==> config.mk <==
export PLATFORM = sky130hd
export DESIGN_NAME = fir80_mac
export DESIGN_NICKNAME = d
export VERILOG_FILES = /design/src/rtl/fir80_pkg.sv /design/src/rtl/fir80_mac.sv
export SDC_FILE = /design/constraint.sdc
export NUM_CORES = 1
export LEC_CHECK = 0
export BUFFER_PORTS_ARGS = -buffer_cell sky130_fd_sc_hd__buf_4
export CAP_MARGIN = 0
export CELL_PAD_IN_SITES_DETAIL_PLACEMENT = 1
export CELL_PAD_IN_SITES_GLOBAL_PLACEMENT = 1
export CORE_MARGIN = 2
export CORE_UTILIZATION = 38
export DETAILED_ROUTE_END_ITERATION = 7
export PLACE_DENSITY = 0.77
export SYNTH_ARGS = -nofsm -noshare
export SYNTH_HDL_FRONTEND = slang
export SYNTH_SLANG_ARGS = --single-unit
==> constraint.sdc <==
create_clock -name clk -period 6 [get_ports clk]
set_input_delay 0.3 -clock clk [delete_from_list [all_inputs] [get_ports clk]]
set_output_delay 0.3 -clock clk [all_outputs]
set_load 0.02 [all_outputs]
==> src/rtl/fir80_pkg.sv <==
// Shared types, defaults and coefficient ROM for the 80-tap low-pass FIR.
package fir80_pkg;

  localparam int TAPS_DEF        = 80;
  localparam int SAMPLE_BITS_DEF = 24;
  localparam int COEF_BITS_DEF   = 18;

  localparam int ROM_HALF = 40;
  localparam int ROM_LEN  = 80;
  localparam int ROM_BITS = 18;

  // First half of the symmetric Q1.17 coefficient set; the second half mirrors it.
  localparam int ROM_HALF_TBL [ROM_HALF] = '{
       -16,     56,     95,     68,    -23,   -123,   -152,    -59,
       121,    261,    224,    -23,   -336,   -464,   -234,    268,
       695,    660,     58,   -760,  -1164,   -707,    458,   1544,
      1632,    391,  -1494,  -2636,  -1896,    631,   3363,   4097,
      1581,  -3229,  -7192,  -6554,    734,  13363,  26821,  35474
  };

  typedef enum logic [1:0] {
    ST_IDLE,
    ST_RUN,
    ST_DRAIN,
    ST_OUT
  } state_t;

  typedef struct packed {
    logic clear;
    logic tap_vld;
    logic last;
  } mac_ctl_t;

  // Coefficient of one tap, rescaled to coef_bits; taps past the table are zero.
  function automatic int coef_at(int idx, int coef_bits);
    int c;
    int s;
    if (idx >= ROM_LEN) begin
      return 0;
    end
    c = ROM_HALF_TBL[(idx < ROM_HALF) ? idx : (ROM_LEN - 1 - idx)];
    if (coef_bits >= ROM_BITS) begin
      return c <<< (coef_bits - ROM_BITS);
    end
    s = ROM_BITS - coef_bits;
    return (c + (1 <<< (s - 1))) >>> s;
  endfunction

endpackage

==> src/rtl/fir80_mac.sv <==
// Pipelined multiply-accumulate with round, shift and saturate of the sum.
module fir80_mac #(
  parameter int TAPS        = fir80_pkg::TAPS_DEF,
  parameter int SAMPLE_BITS = fir80_pkg::SAMPLE_BITS_DEF,
  parameter int COEF_BITS   = fir80_pkg::COEF_BITS_DEF
) (
  input  logic                          clk,
  input  logic                          rst_n,
  input  fir80_pkg::mac_ctl_t           ctl,
  input  logic signed [SAMPLE_BITS-1:0] samp,
  input  logic signed [COEF_BITS-1:0]   coef,
  output logic signed [SAMPLE_BITS-1:0] y,
  output logic                          done
);
  import fir80_pkg::*;

  localparam int ACC_W  = SAMPLE_BITS + COEF_BITS + $clog2(TAPS) + 1;
  localparam int PROD_W = SAMPLE_BITS + COEF_BITS;
  localparam int FRAC   = COEF_BITS - 1;
  localparam logic signed [ACC_W-1:0] HALF = ACC_W'(1) << (FRAC - 1);
  localparam logic signed [ACC_W-1:0] HI   = (ACC_W'(1) << (SAMPLE_BITS - 1)) - ACC_W'(1);
  localparam logic signed [ACC_W-1:0] LO   = -(ACC_W'(1) << (SAMPLE_BITS - 1));

  logic                          s1_vld_r, s1_last_r;
  logic                          s2_vld_r, s2_last_r;
  logic                          done_r;
  logic signed [SAMPLE_BITS-1:0] samp_r;
  logic signed [COEF_BITS-1:0]   coef_r;
  logic signed [PROD_W-1:0]      prod_r;
  logic signed [ACC_W-1:0]       acc_r;
  logic signed [ACC_W-1:0]       rnd;
  logic signed [ACC_W-1:0]       shd;

  always_ff @(posedge clk) begin
    if (!rst_n) begin
      s1_vld_r  <= 1'b0;
      s1_last_r <= 1'b0;
      s2_vld_r  <= 1'b0;
      s2_last_r <= 1'b0;
      done_r    <= 1'b0;
    end else begin
      s1_vld_r  <= ctl.tap_vld;
      s1_last_r <= ctl.tap_vld & ctl.last;
      s2_vld_r  <= s1_vld_r;
      s2_last_r <= s1_last_r;
      done_r    <= s2_vld_r & s2_last_r;
    end
  end

  always_ff @(posedge clk) begin
    samp_r <= samp;
    coef_r <= coef;
    prod_r <= samp_r * coef_r;
    if (ctl.clear) begin
      acc_r <= '0;
    end else if (s2_vld_r) begin
      acc_r <= acc_r + ACC_W'(prod_r);
    end
  end

  // Round half up, drop the fraction, clamp to the sample range.
  always_comb begin
    rnd = acc_r + HALF;
    shd = rnd >>> FRAC;
    if (shd > HI) begin
      y = HI[SAMPLE_BITS-1:0];
    end else if (shd < LO) begin
      y = LO[SAMPLE_BITS-1:0];
    end else begin
      y = shd[SAMPLE_BITS-1:0];
    end
  end

  assign done = done_r;

endmodule

# Word level (Yosys, flattened, before mapping)
# Index checks and enable logic that the tools add are counted.
# word_totals
input_bits	47
elab_cells	18
reg_bits	139
# op_classes
mux	2
n_mul	1
n_addsub	2
order_cmp	2
bitwise	2
# op_table
op	count
50-bit by 18-bit adder with 50-bit output, second input constant	1
50-bit by 42-bit adder with 50-bit output	1
24-bit two-way mux	2
24-bit by 18-bit multiplier with 42-bit output	1
33-bit by 24-bit > comparator with 1-bit output, second input constant	1
33-bit by 24-bit less-than comparator with 1-bit output, second input constant	1
1-bit bitwise AND	2

# Longest topological paths before layout
# Gate-level depths: netlist of run 1.
# logic_depth
ltp_word	4
ltp_mapped	24
mapped_depth_nobuf	23

# Least setup slack after synthesis of run 1
# OpenSTA, ideal clock, no wires.
# synth_path
path_kind	register -> register
from	register samp_r[9]
to	register prod_r[41]
period_less_slack_ps	6445
required_time_ps	5882
arrival_time_ps	6327
setup_slack_ps	-445
stages_incl_launch_ff	24
setup_ps	118
path_cell_list	dfxtp_1 -> clkbuf_1 -> clkbuf_1 -> nand2_1 -> fa_1 -> inv_1 -> fa_1 -> inv_1 -> fa_1 -> inv_1 -> fa_1 -> fa_1 -> inv_1 -> fa_1 -> inv_1 -> ha_1 -> a21o_1 -> o21a_1 -> a311o_1 -> o21ai_4 -> o221ai_2 -> a41o_1 -> o41a_1 -> xnor2_1
# synth_between
elab_chain_cells	1
# synth_lines
item	line	text
start, declared	fir80_mac.sv:27	logic signed [SAMPLE_BITS-1:0] samp_r;
start signal, assigned	fir80_mac.sv:51	samp_r <= samp;
24-bit by 18-bit multiplier with 42-bit output	fir80_mac.sv:53	prod_r <= samp_r * coef_r;
end signal, assigned	fir80_mac.sv:53	
end, declared	fir80_mac.sv:29	logic signed [PROD_W-1:0] prod_r;
# Every way passes these cells.
# A chain may end at the register's enable or synchronous reset.

# Final worst setup path of run 1
# layout_path
from	register coef_r[5]
to	register prod_r[41]
# layout_between
elab_chain_cells	1
# layout_lines
item	line	text
start, declared	fir80_mac.sv:28	logic signed [COEF_BITS-1:0] coef_r;
start signal, assigned	fir80_mac.sv:52	coef_r <= coef;
24-bit by 18-bit multiplier with 42-bit output	fir80_mac.sv:53	
# Every way passes these cells.

==> results of run 1 <==
## final cells by class
cell class	count	area, µm²	share of cell area, %
multi-input cells	1825	17880	65.68
flip-flops and latches	139	2864	10.52
inverters	540	2028	7.451
clock inverters	15	163.9	0.6021
well taps	773	967.2	3.553
repair buffers	337	2894	10.63
clock buffers	17	425.4	1.563
## registers in the layout (all words and copies together) (netlist names)
signal	count
prod_r	42
s1_last_r	1
coef_r	18
acc_r	50
done	1
s2_last_r	1
samp_r	24
s1_vld_r	1
s2_vld_r	1
## routing by layer
layer	GRT usage [%]	routed length, µm
met2	44.52	37960
met3	3.458	2817
met1	29.39	30730
met5	0	0
met4	7.475	2061
## placed cells by master, fill, tap and decap left out, drive strengths merged, types with 83 or more instances in the layout
master / count
nor2: 114
nand2: 360
buf: 293
o21ai: 83
a21oi: 102
and2: 153
inv: 544
dfxtp: 139
ha: 155
fa: 426
## per-stage QoR
step	cell area [µm²]	util [%]	hold slack, ns	TNS (ns)	instances
floorplan	22870	-	0.3277	0	2617
global placement	25420	43.07	0.4049	-1.686	3545
detailed placement	25420	43.07	0.4066	-4.427	3545
CTS	26930	45.63	0.008982	-0.4871	3640
global route	27220	46.12	0.03659	-3.319	3646
finish	27220	46.12	0.04054	-1.153	3646
## cells by family after synthesis
family                   after synthesis
AND/OR/NAND/NOR                      774
flip-flops                           139
XOR/XNOR                             102
buffers and inverters                653
adder cells (fa/ha/maj)              581
multiplexers                          16
AO/OA/AOI/OAI                        352
## Yosys cell counts, types with 6 or more instances
library cell	count	area [µm²]
sky130_fd_sc_hd__xnor2_1	65	569.3
sky130_fd_sc_hd__nand4_1	16	100.1
sky130_fd_sc_hd__and2_1	153	957.2
sky130_fd_sc_hd__o31ai_1	9	67.56
sky130_fd_sc_hd__a21boi_0	6	45.04
sky130_fd_sc_hd__nor4_1	6	37.54
sky130_fd_sc_hd__a31oi_1	13	81.33
sky130_fd_sc_hd__nand3_1	33	165.2
sky130_fd_sc_hd__nor3_1	22	110.1
sky130_fd_sc_hd__o211ai_1	9	67.56
sky130_fd_sc_hd__mux2i_1	16	160.2
sky130_fd_sc_hd__dfxtp_1	139	2783
sky130_fd_sc_hd__fa_1	426	8528
sky130_fd_sc_hd__nand2b_1	13	81.33
sky130_fd_sc_hd__nor2_1	114	427.9
sky130_fd_sc_hd__a21o_1	48	360.4
sky130_fd_sc_hd__ha_1	155	1939
sky130_fd_sc_hd__inv_1	538	2019
sky130_fd_sc_hd__and3_1	24	150.1
sky130_fd_sc_hd__xor2_1	37	324.1
sky130_fd_sc_hd__and4_1	7	61.31
sky130_fd_sc_hd__nand2_1	360	1351
sky130_fd_sc_hd__clkbuf_1	109	409.1
sky130_fd_sc_hd__o21a_1	11	82.58
sky130_fd_sc_hd__o21bai_1	16	120.1
sky130_fd_sc_hd__a21oi_1	102	510.5
sky130_fd_sc_hd__a211oi_1	11	82.58
sky130_fd_sc_hd__o21ai_0	79	395.4
## path summary, 6_finish.rpt
kind              slack (ns)          to       from  depth (start not counted)
hold / removal          0.04    s2_vld_r      rst_n                          2
setup reg to reg       -0.23  prod_r[41]  coef_r[5]                         21
setup / recovery       -0.23  prod_r[41]  coef_r[5]                         21
hold reg to reg         0.42    s2_vld_r   s1_vld_r                          1
## timing repair
item,in CTS,in global routing
endpoints found under the setup margin,17,16
cloned,0,1
hold buffers,43,0
buffers inserted,21,7
endpoints found under the hold margin,43,0
gates resized for setup,120,81
pin swaps,67,77
==> impl_metrics.json, run 1 <==
{
  "violations": "setup timing",
  "worstPathCellList": "buf_12 > nand2_1 > fa_1 > fa_1 > fa_2 > inv_2 > fa_2 > fa_1 > inv_2 > fa_1 > inv_2 > ha_4 > a21oi_4 > a21oi_2 > o21a_1 > a311o_1 > o21ai_4 > o221ai_4 > a41o_1 > o41a_1 > xnor2_1",
  "start_to_end_type_of_the_worst_setup_path": "flip-flop to flip-flop",
  "synth_enable_flop_cells": 0,
  "achievable-frequency_mhz": 160.5,
  "synthesis_warning_total": 0,
  "postSynth.asyncResetShare_pct": 0,
  "start_util_pct": 38.38,
  "setup.worst_path.end_class": "flip-flop",
  "grtUsageTotal_pct": 24.32,
  "pre_cts_slack_ns": -0.5023,
  "cap_violations": 0,
  "cts.path.max_buffers": 2,
  "max_slew_margin_pct": 32.21,
  "finalWorstPathRequiredPeriod_ns": 6.229,
  "max_stage_delay_ns": 0.60,
  "port_buffers": 71,
  "critical_path_peak_fanout": 5,
  "initial_antenna_violation_count": 0,
  "measured_slew_at_the_worst_slew_check_pin_ns": 1.010,
  "clock_sink_count": 139,
  "number_of_global_route_vias_before_repair": 21820,
  "die-area_um2": 61590,
  "gp_congestion": 0.9429,
  "die_h_um": 248.2,
  "clockRootBuffer": "sky130_fd_sc_hd__clkbuf_16",
  "wire_length_per_cell_after_detailed_routing_um": 20.18,
  "tritoncts_clock_tree": "yes",
  "dominant_combinational_cell_family_by_area_after_synthesis": "adder cells",
  "start_kind": "flip-flop",
  "setup_viol": 10,
  "buf_inv_on_cp": 4,
  "critical_path.top_delay_family": "adder cells",
  "nNetsFinal": 3488,
  "synth_compound_area_share_pct": 10.03,
  "antenna_left": 0,
  "via_density_per_instance": 5.216,
  "setup_ws_ns": -0.2294,
  "core_area_um2": 59020,
  "critPathArrivalTime_ns": 6.59,
  "period_share_pct": 103.8,
  "ys_ff_latch": 139,
  "vias": 19020,
  "final_hold_viol_count": 0,
  "run_status": "complete, but fails checks",
  "timing.clock.skew_ns": 0.01782,
  "floorplan.io_pins": 72,
  "die_w_um": 248.2,
  "synth-xor-area-share_pct": 3.943,
  "cts_bufs_inserted": 17,
  "grt.overflow.total": 0,
  "detail_route.wirelength_um": 73570,
  "clk_pin_slew_worst_paths_ns": 0.08,
  "synth_cell_types": 69,
  "hold_class": "primary input to flip-flop",
  "worst_path_most_repeated_cell": "sky130_fd_sc_hd__fa_1",
  "grt_first_pass_wirelength_um": 116700,
  "final-max-slew-violation-count": 0,
  "num-fill-cells": 6875,
  "drt-initial-drc-count": 1101,
  "area_growth_syn_to_layout_pct": 20.16,
  "worstPathRequired_ns": 6.36,
  "synthCells": 2617,
  "clock_latency_ns": 0.49,
  "remaining_drc_errors": 0,
  "dp_hpwl_um": 57690,
  "synth_mux_area_share_pct": 0.7069,
  "ys_seq_area_share_pct": 12.28,
  "syn_area_per_cell_um2": 8.657,
  "post_route_cells_drive_above_1_share_pct": 17.09,
  "grt_max_degree": 55,
  "synth_nets": 3245,
  "synth-main-ff-cell": "sky130_fd_sc_hd__dfxtp_1",
  "placement_rows": 89,
  "cts_htree_levels": 4,
  "synthSimpleGateAreaFrac_pct": 16.01,
  "critical_path.slowest_cell": "sky130_fd_sc_hd__fa_2",
  "syn_area_um2": 22650,
  "dr.pass1.iters": 5,
  "unrepaired_setup_endpoints_after_global_routing": "true",
  "antenna-diode-count": 0,
  "synthAdderAreaFrac_pct": 46.21
}
Power of run 1 is not shown: default switching activity piles up to over one toggle a cycle in this logic, so the estimate is an artifact.
==> inputs of run 2 (changes only) <==
--- a/config.mk
+++ b/config.mk
@@ -5,6 +5,7 @@
 export SDC_FILE = /design/constraint.sdc
 export NUM_CORES = 1
 export LEC_CHECK = 0
+export ABC_AREA = 1
 export BUFFER_PORTS_ARGS = -buffer_cell sky130_fd_sc_hd__buf_4
 export CAP_MARGIN = 0
 export CELL_PAD_IN_SITES_DETAIL_PLACEMENT = 1
==> constraint.sdc (replaced) <==
create_clock -name clk -period 8 [get_ports clk]
set_input_delay 0.4 -clock clk [delete_from_list [all_inputs] [get_ports clk]]
set_output_delay 0.4 -clock clk [all_outputs]
set_load 0.02 [all_outputs]
==> run 2 against run 1 <==
Against the previous run:
- the flow now finishes without violations
- die area grew 8.0%
- first-iteration DRC count shrank 27%
- hold slack got worse by 0.0061 ns
- largest cell class unchanged
- register-to-register slack improved by 1.5 ns
- synthesized cell count up 28%
- synthesized area increased by 8.2%
- design area decreased by 1.4%
- wire length up 2.9%
- sequential share of layout area fell by 0.15 points
- global-route usage down 0.46 points
==> impl_metrics.json, run 2 <==
{
  "synthCells": 3356,
  "grt_first_pass_wirelength_um": 123800,
  "max_flop_register": "acc_r",
  "timing.rr.start": "samp_r[23]",
  "post_route_cells_drive_above_1_share_pct": 4.419,
  "synth-main-ff-cell": "sky130_fd_sc_hd__dfxtp_1",
  "detail_route.wirelength_um": 75740,
  "drt-initial-drc-count": 799,
  "post_cts.repair.setup_buffers": 0,
  "cap_violations": 0,
  "reg_top3": "acc_r: 50 flops, prod_r: 42 flops, samp_r: 24 flops",
  "synthesis_warning_total": 0,
  "largest_register_ffs": 50,
  "measured_slew_at_the_worst_slew_check_pin_ns": 1.110,
  "placement_rows": 93,
  "gp_congestion": 0.9295,
  "synthAdderAreaFrac_pct": 42.71,
  "die_w_um": 258.0,
  "timing.clock.skew_ns": 0.01415,
  "syn_area_per_cell_um2": 7.303,
  "synth_largest_type_area_fraction_pct": 34.80,
  "syn_area_um2": 24510,
  "achievable-frequency_mhz": 148.7,
  "grtUsageTotal_pct": 23.85,
  "dominant_combinational_cell_family_by_area_after_synthesis": "adder cells",
  "postSynth.asyncResetShare_pct": 0,
  "most_common_library_cell_in_the_layout_ignoring_fill_and_taps": "sky130_fd_sc_hd__inv_1",
  "reg2reg_depth": 18,
  "max_slew_margin_pct": 25.89,
  "holdBufCountCts": 40,
  "worstPathRequired_ns": 8.43,
  "num-fill-cells": 8024,
  "antenna-diode-count": 0,
  "grt_max_degree": 52,
  "timing.rr.end": "prod_r[39]",
  "synth_mux_area_share_pct": 0,
  "timing.setup.tns_ns": 0,
  "via_density_per_instance": 4.907,
  "cts_bufs_inserted": 17,
  "setup_viol": 0,
  "grt_busiest_layer": "met2",
  "vias": 20960,
  "clock_latency_ns": 0.50,
  "ys_ff_latch": 139,
  "global_route.usage.met2_pct": 43.10,
  "antenna_left": 0,
  "port_buffers": 71,
  "clock_sink_count": 139,
  "dp_hpwl_um": 63820,
  "synth_enable_flop_cells": 0,
  "initial_antenna_violation_count": 0,
  "groute.layer.met1.usage_pct": 29.55,
  "grt.overflow.total": 0,
  "finalWorstPathRequiredPeriod_ns": 6.726,
  "number_of_global_route_vias_before_repair": 23370,
  "cts_htree_levels": 4,
  "synth_compound_area_share_pct": 7.408,
  "start_kind": "flip-flop",
  "dr.pass1.iters": 5,
  "synthSimpleGateAreaFrac_pct": 19.45,
  "worstHoldEndpoint": "coef_r[3]",
  "reg2reg_setup_slack_ns": 1.27,
  "run_status": "complete, no violations",
  "cts.path.max_buffers": 2,
  "hold_depth": 1,
  "nNetsFinal": 4032,
  "setup.worst_path.end_class": "flip-flop",
  "ys_seq_area_share_pct": 11.35,
  "final_core_utilization_pct": 41.85,
  "period_share_pct": 84.07,
  "hold_class": "primary input to flip-flop",
  "die-area_um2": 66540,
  "synth_common_cells": "sky130_fd_sc_hd__inv_1, sky130_fd_sc_hd__nand2_1, sky130_fd_sc_hd__fa_1",
  "core_area_um2": 64120,
  "mostFrequentLayoutCells": "sky130_fd_sc_hd__inv_1, sky130_fd_sc_hd__nand2_1, sky130_fd_sc_hd__fa_1, sky130_fd_sc_hd__nor2_1, sky130_fd_sc_hd__ha_1",
  "synth_nets": 3984,
  "synth_most_common_cell": "sky130_fd_sc_hd__inv_1",
  "grt_use_met3_pct": 2.905,
  "worstHoldStart": "coef[3]",
  "clockRootBuffer": "sky130_fd_sc_hd__clkbuf_16",
  "tritoncts_clock_tree": "yes",
  "die_h_um": 258.0,
  "remaining_drc_errors": 0,
  "wire_length_per_cell_after_detailed_routing_um": 17.73,
  "unrepaired_setup_endpoints_after_global_routing": "false",
  "final_hold_viol_count": 0,
  "floorplan.io_pins": 72,
  "critPathArrivalTime_ns": 7.15,
  "final-max-slew-violation-count": 0,
  "critical_path_peak_fanout": 18,
  "post_synth_main_area_contributors": "sky130_fd_sc_hd__fa_1, sky130_fd_sc_hd__inv_1, sky130_fd_sc_hd__nand2_1",
  "clk_pin_slew_worst_paths_ns": 0.08,
  "start_util_pct": 38.22,
  "start_to_end_type_of_the_worst_setup_path": "flip-flop to flip-flop",
  "synth_cell_types": 41,
  "synth_top_cell_by_area": "sky130_fd_sc_hd__fa_1",
  "area_growth_syn_to_layout_pct": 9.491,
  "synth-xor-area-share_pct": 3.288,
  "post_cts_resize_count": 0
}
[run 2: changes by cell type after synthesis, sizes merged, moves of 38 or more]
cell,delta
nand3,+43
nand2,+424
o21ai,+38
inv,+380
and2,-151
nor2,+154
[run 2: metal layers]
| layer | wire length [µm] | vias to the layer above |
|---|---|---|
| met1 | 32880 | 10610 |
| met3 | 2388 | 114 |
| met5 | 0 | - |
| li1 | - | 9882 |
| met2 | 38440 | 359 |
| met4 | 2023 | 0 |
[run 2: kinds of logic after synthesis]
family	Yosys count
adders and majority gates	581
buffers and inverters	1023
AOI/OAI and AO/OA	331
and+or+nand+nor	1190
DFF	139
xor gates and xnor gates	92
[run 2: how the worst max path moves through the flow]
stage                    start          to  slack (ns)  cells past startpoint
floorplan           samp_r[23]  prod_r[41]        2.00                     19
global placement    samp_r[23]  prod_r[36]        1.42                     22
detailed placement  samp_r[23]  prod_r[39]        1.23                     18
CTS                 samp_r[23]  prod_r[36]        1.23                     22
global route        samp_r[23]  prod_r[39]        0.79                     20
finish              samp_r[23]  prod_r[39]        1.27                     18
[run 2: final cells by class]
class / instances / area (µm²) / share of cell area [%]
multi-input cells: 2194 / 17850 / 66.54
flip-flops and latches: 139 / 2784 / 10.37
well taps: 855 / 1070 / 3.987
inverters: 919 / 3450 / 12.86
clock inverters: 15 / 151.4 / 0.5642
clock buffers: 17 / 425.4 / 1.585
repair buffers: 133 / 1099 / 4.094
[run 2: worst max-delay path, stage by stage, from the launching register on]
cell,delay [ns]
sky130_fd_sc_hd__dfxtp_1,0.82
sky130_fd_sc_hd__nand2_1,0.34
sky130_fd_sc_hd__fa_1,0.56
sky130_fd_sc_hd__inv_1,0.09
sky130_fd_sc_hd__fa_1,0.90
sky130_fd_sc_hd__inv_1,0.20
sky130_fd_sc_hd__fa_1,0.61
sky130_fd_sc_hd__fa_1,0.46
sky130_fd_sc_hd__fa_1,0.53
sky130_fd_sc_hd__fa_1,0.54
sky130_fd_sc_hd__inv_1,0.04
sky130_fd_sc_hd__ha_1,0.35
sky130_fd_sc_hd__nand2_1,0.13
sky130_fd_sc_hd__nor2_1,0.14
sky130_fd_sc_hd__inv_1,0.08
sky130_fd_sc_hd__nor3_1,0.30
sky130_fd_sc_hd__nand4_1,0.13
sky130_fd_sc_hd__o211ai_1,0.26
sky130_fd_sc_hd__xor2_1,0.17
[run 2: per-stage QoR]
stage          std cells  setup slack (ns)  instance area (µm²)  hold slack, ns
3_3_place_gp        4200             1.424                25860          0.3954
2_1_floorplan       3356             1.995                24510          0.3900
5_1_grt             4272            0.7916                26830         0.01111
4_1_cts             4272             1.228                26830        0.008889
6_report            4272             1.274                26830         0.03447
3_5_place_dp        4200             1.235                25860          0.4036
Power of run 2 is left out for the same reason.
==> inputs of run 3 (changes only) <==
==> constraint.sdc (replaced) <==
create_clock -name clk -period 6.4 [get_ports clk]
set_input_delay 0.32 -clock clk [delete_from_list [all_inputs] [get_ports clk]]
set_output_delay 0.32 -clock clk [all_outputs]
set_load 0.02 [all_outputs]
==> run 3 against run 2 <==
Against the previous run:
- die area unchanged
- sequential cell count is the same
- sequential share of layout area is 0.15 points lower
- wire length increased by 4.3%
- count of clock-buffer cells in the layout did not move
- global-route usage increased by 0.94 points
- first-iteration DRC count is 20% higher
- via count grew 1.3%
- critical endpoint is now prod_r[28]
- largest cell class unchanged
==> impl_metrics.json, run 3 (synthesized netlist as in run 2, its figures left out) <==
{
  "cts_htree_levels": 4,
  "die_w_um": 258.0,
  "most_common_library_cell_in_the_layout_ignoring_fill_and_taps": "sky130_fd_sc_hd__inv_1",
  "achievable-frequency_mhz": 161.7,
  "dr.pass1.iters": 5,
  "port_buffers": 71,
  "setup_viol": 0,
  "initial_antenna_violation_count": 1,
  "grt.overflow.total": 0,
  "clk_pin_slew_worst_paths_ns": 0.08,
  "critical_path_peak_fanout": 5,
  "cts.path.max_buffers": 2,
  "clock_sink_count": 139,
  "clockRootBuffer": "sky130_fd_sc_hd__clkbuf_16",
  "number_of_global_route_vias_before_repair": 24120,
  "worst_path_most_repeated_cell": "sky130_fd_sc_hd__fa_1",
  "via_density_per_instance": 4.907,
  "worstPathRequired_ns": 6.79,
  "max_stage_delay_ns": 0.56,
  "unrepaired_setup_endpoints_after_global_routing": "false",
  "timing.setup.tns_ns": 0,
  "start_util_pct": 38.22,
  "timing.rr.end": "prod_r[28]",
  "wire_length_per_cell_after_detailed_routing_um": 18.24,
  "tritoncts_clock_tree": "yes",
  "final_hold_viol_count": 0,
  "timing.rr.start": "coef_r[17]",
  "critPathArrivalTime_ns": 6.57,
  "final-max-slew-violation-count": 0,
  "grt_max_degree": 52,
  "crit_start": "coef_r[17]",
  "buf_inv_on_cp": 4,
  "area_growth_syn_to_layout_pct": 11.75,
  "start_kind": "flip-flop",
  "finalWorstPathRequiredPeriod_ns": 6.183,
  "start_to_end_type_of_the_worst_setup_path": "flip-flop to flip-flop",
  "hold_class": "primary input to flip-flop",
  "worstPathCellList": "clkinvlp_4 > or2_2 > fa_1 > fa_1 > inv_1 > fa_1 > fa_1 > fa_1 > inv_1 > fa_1 > inv_1 > ha_1 > nand2_1 > nand2_1 > a31oi_1 > o21ai_0 > a21oi_1 > o21a_1 > o21ai_0 > xor2_1",
  "grtUsageTotal_pct": 24.79,
  "floorplan.io_pins": 72,
  "mostFrequentLayoutCells": "sky130_fd_sc_hd__inv_1, sky130_fd_sc_hd__nand2_1, sky130_fd_sc_hd__fa_1, sky130_fd_sc_hd__nor2_1, sky130_fd_sc_hd__ha_1",
  "reg_top3": "acc_r: 50 flops, prod_r: 42 flops, samp_r: 24 flops",
  "remaining_drc_errors": 0,
  "grt_first_pass_wirelength_um": 128600,
  "run_status": "complete, no violations",
  "reg2reg_depth": 20,
  "worstHoldEndpoint": "s2_vld_r",
  "num-fill-cells": 8046,
  "worstHoldStart": "rst_n",
  "period_share_pct": 96.61,
  "cap_violations": 0,
  "core_area_um2": 64120,
  "critical_path.top_delay_family": "adder cells",
  "drt-initial-drc-count": 959,
  "timing.clock.skew_ns": 0.02352,
  "critical_path.slowest_cell": "sky130_fd_sc_hd__fa_1",
  "largest_register_ffs": 50,
  "dp_hpwl_um": 66880,
  "antenna_left": 0,
  "placement_rows": 93,
  "clock_latency_ns": 0.50,
  "post_route_cells_drive_above_1_share_pct": 6.534,
  "measured_slew_at_the_worst_slew_check_pin_ns": 0.7926,
  "die_h_um": 258.0,
  "detail_route.wirelength_um": 78970,
  "vias": 21240,
  "setup.worst_path.end_class": "flip-flop",
  "max_slew_margin_pct": 46.60,
  "nNetsFinal": 4089,
  "cts_bufs_inserted": 17,
  "hold_depth": 3,
  "reg2reg_setup_slack_ns": 0.22,
  "die-area_um2": 66540,
  "gp_congestion": 0.9453,
  "max_flop_register": "acc_r",
  "antenna-diode-count": 0
}
-- run 3: worst min-delay path: cells and delay by family --
family	cells	cell delay [ns]
buffers and inverters	2	0.14
and+or+nand+nor	1	0.04
-- run 3: layer usage --
layer | up-vias | track usage (%) | part of all wire, %
met3 | 125 | 3.514 | 3.9
met5 | - | 0 | 0
met4 | 0 | 7.852 | 2.8
met1 | 10700 | 30.09 | 42
met2 | 423 | 45.15 | 51
li1 | 9996 | - | -
-- run 3: metrics by stage --
stage / utilization (%) / area [µm²] / hold slack, ns / std cells / setup slack (ns)
after floorplan: - / 24510 / 0.3477 / 3356 / 0.3951
after global placement: 40.96 / 26260 / 0.3928 / 4251 / -0.009717
after detailed placement: 40.96 / 26260 / 0.4014 / 4251 / -0.1001
after CTS: 42.65 / 27350 / 0.001595 / 4329 / 0.04585
after global routing: 42.71 / 27390 / 0.03575 / 4329 / 0.003581
final: 42.71 / 27390 / 0.03361 / 4329 / 0.2170
-- run 3: area by class of cell --
type | instances | area, µm² | share of cell area, %
multi-input combinational | 2194 | 17880 | 65.29
inverter | 919 | 3453 | 12.61
clock inverter | 15 | 183.9 | 0.6716
tap | 855 | 1070 | 3.906
sequential | 139 | 2801 | 10.23
clock buffer | 17 | 425.4 | 1.553
timing repair buffer | 190 | 1573 | 5.743
-- run 3: worst max path at each step --
stage	endpoint	slack (ns)	cells after the start
3_3_place_gp	prod_r[26]	-0.01	23
3_5_place_dp	prod_r[26]	-0.10	23
5_1_grt	prod_r[39]	0.004	18
4_1_cts	prod_r[39]	0.05	21
6_report	prod_r[28]	0.22	20
2_1_floorplan	prod_r[41]	0.40	19
-- run 3: timing repair --
item | in CTS | in global routing
hold buffers | 42 | 0
setup buffers | 4 | 0
setup endpoints to repair | 3 | 16
endpoints found under the hold margin | 42 | 0
gates resized for setup | 7 | 18
Power of run 3 is left out for the same reason.
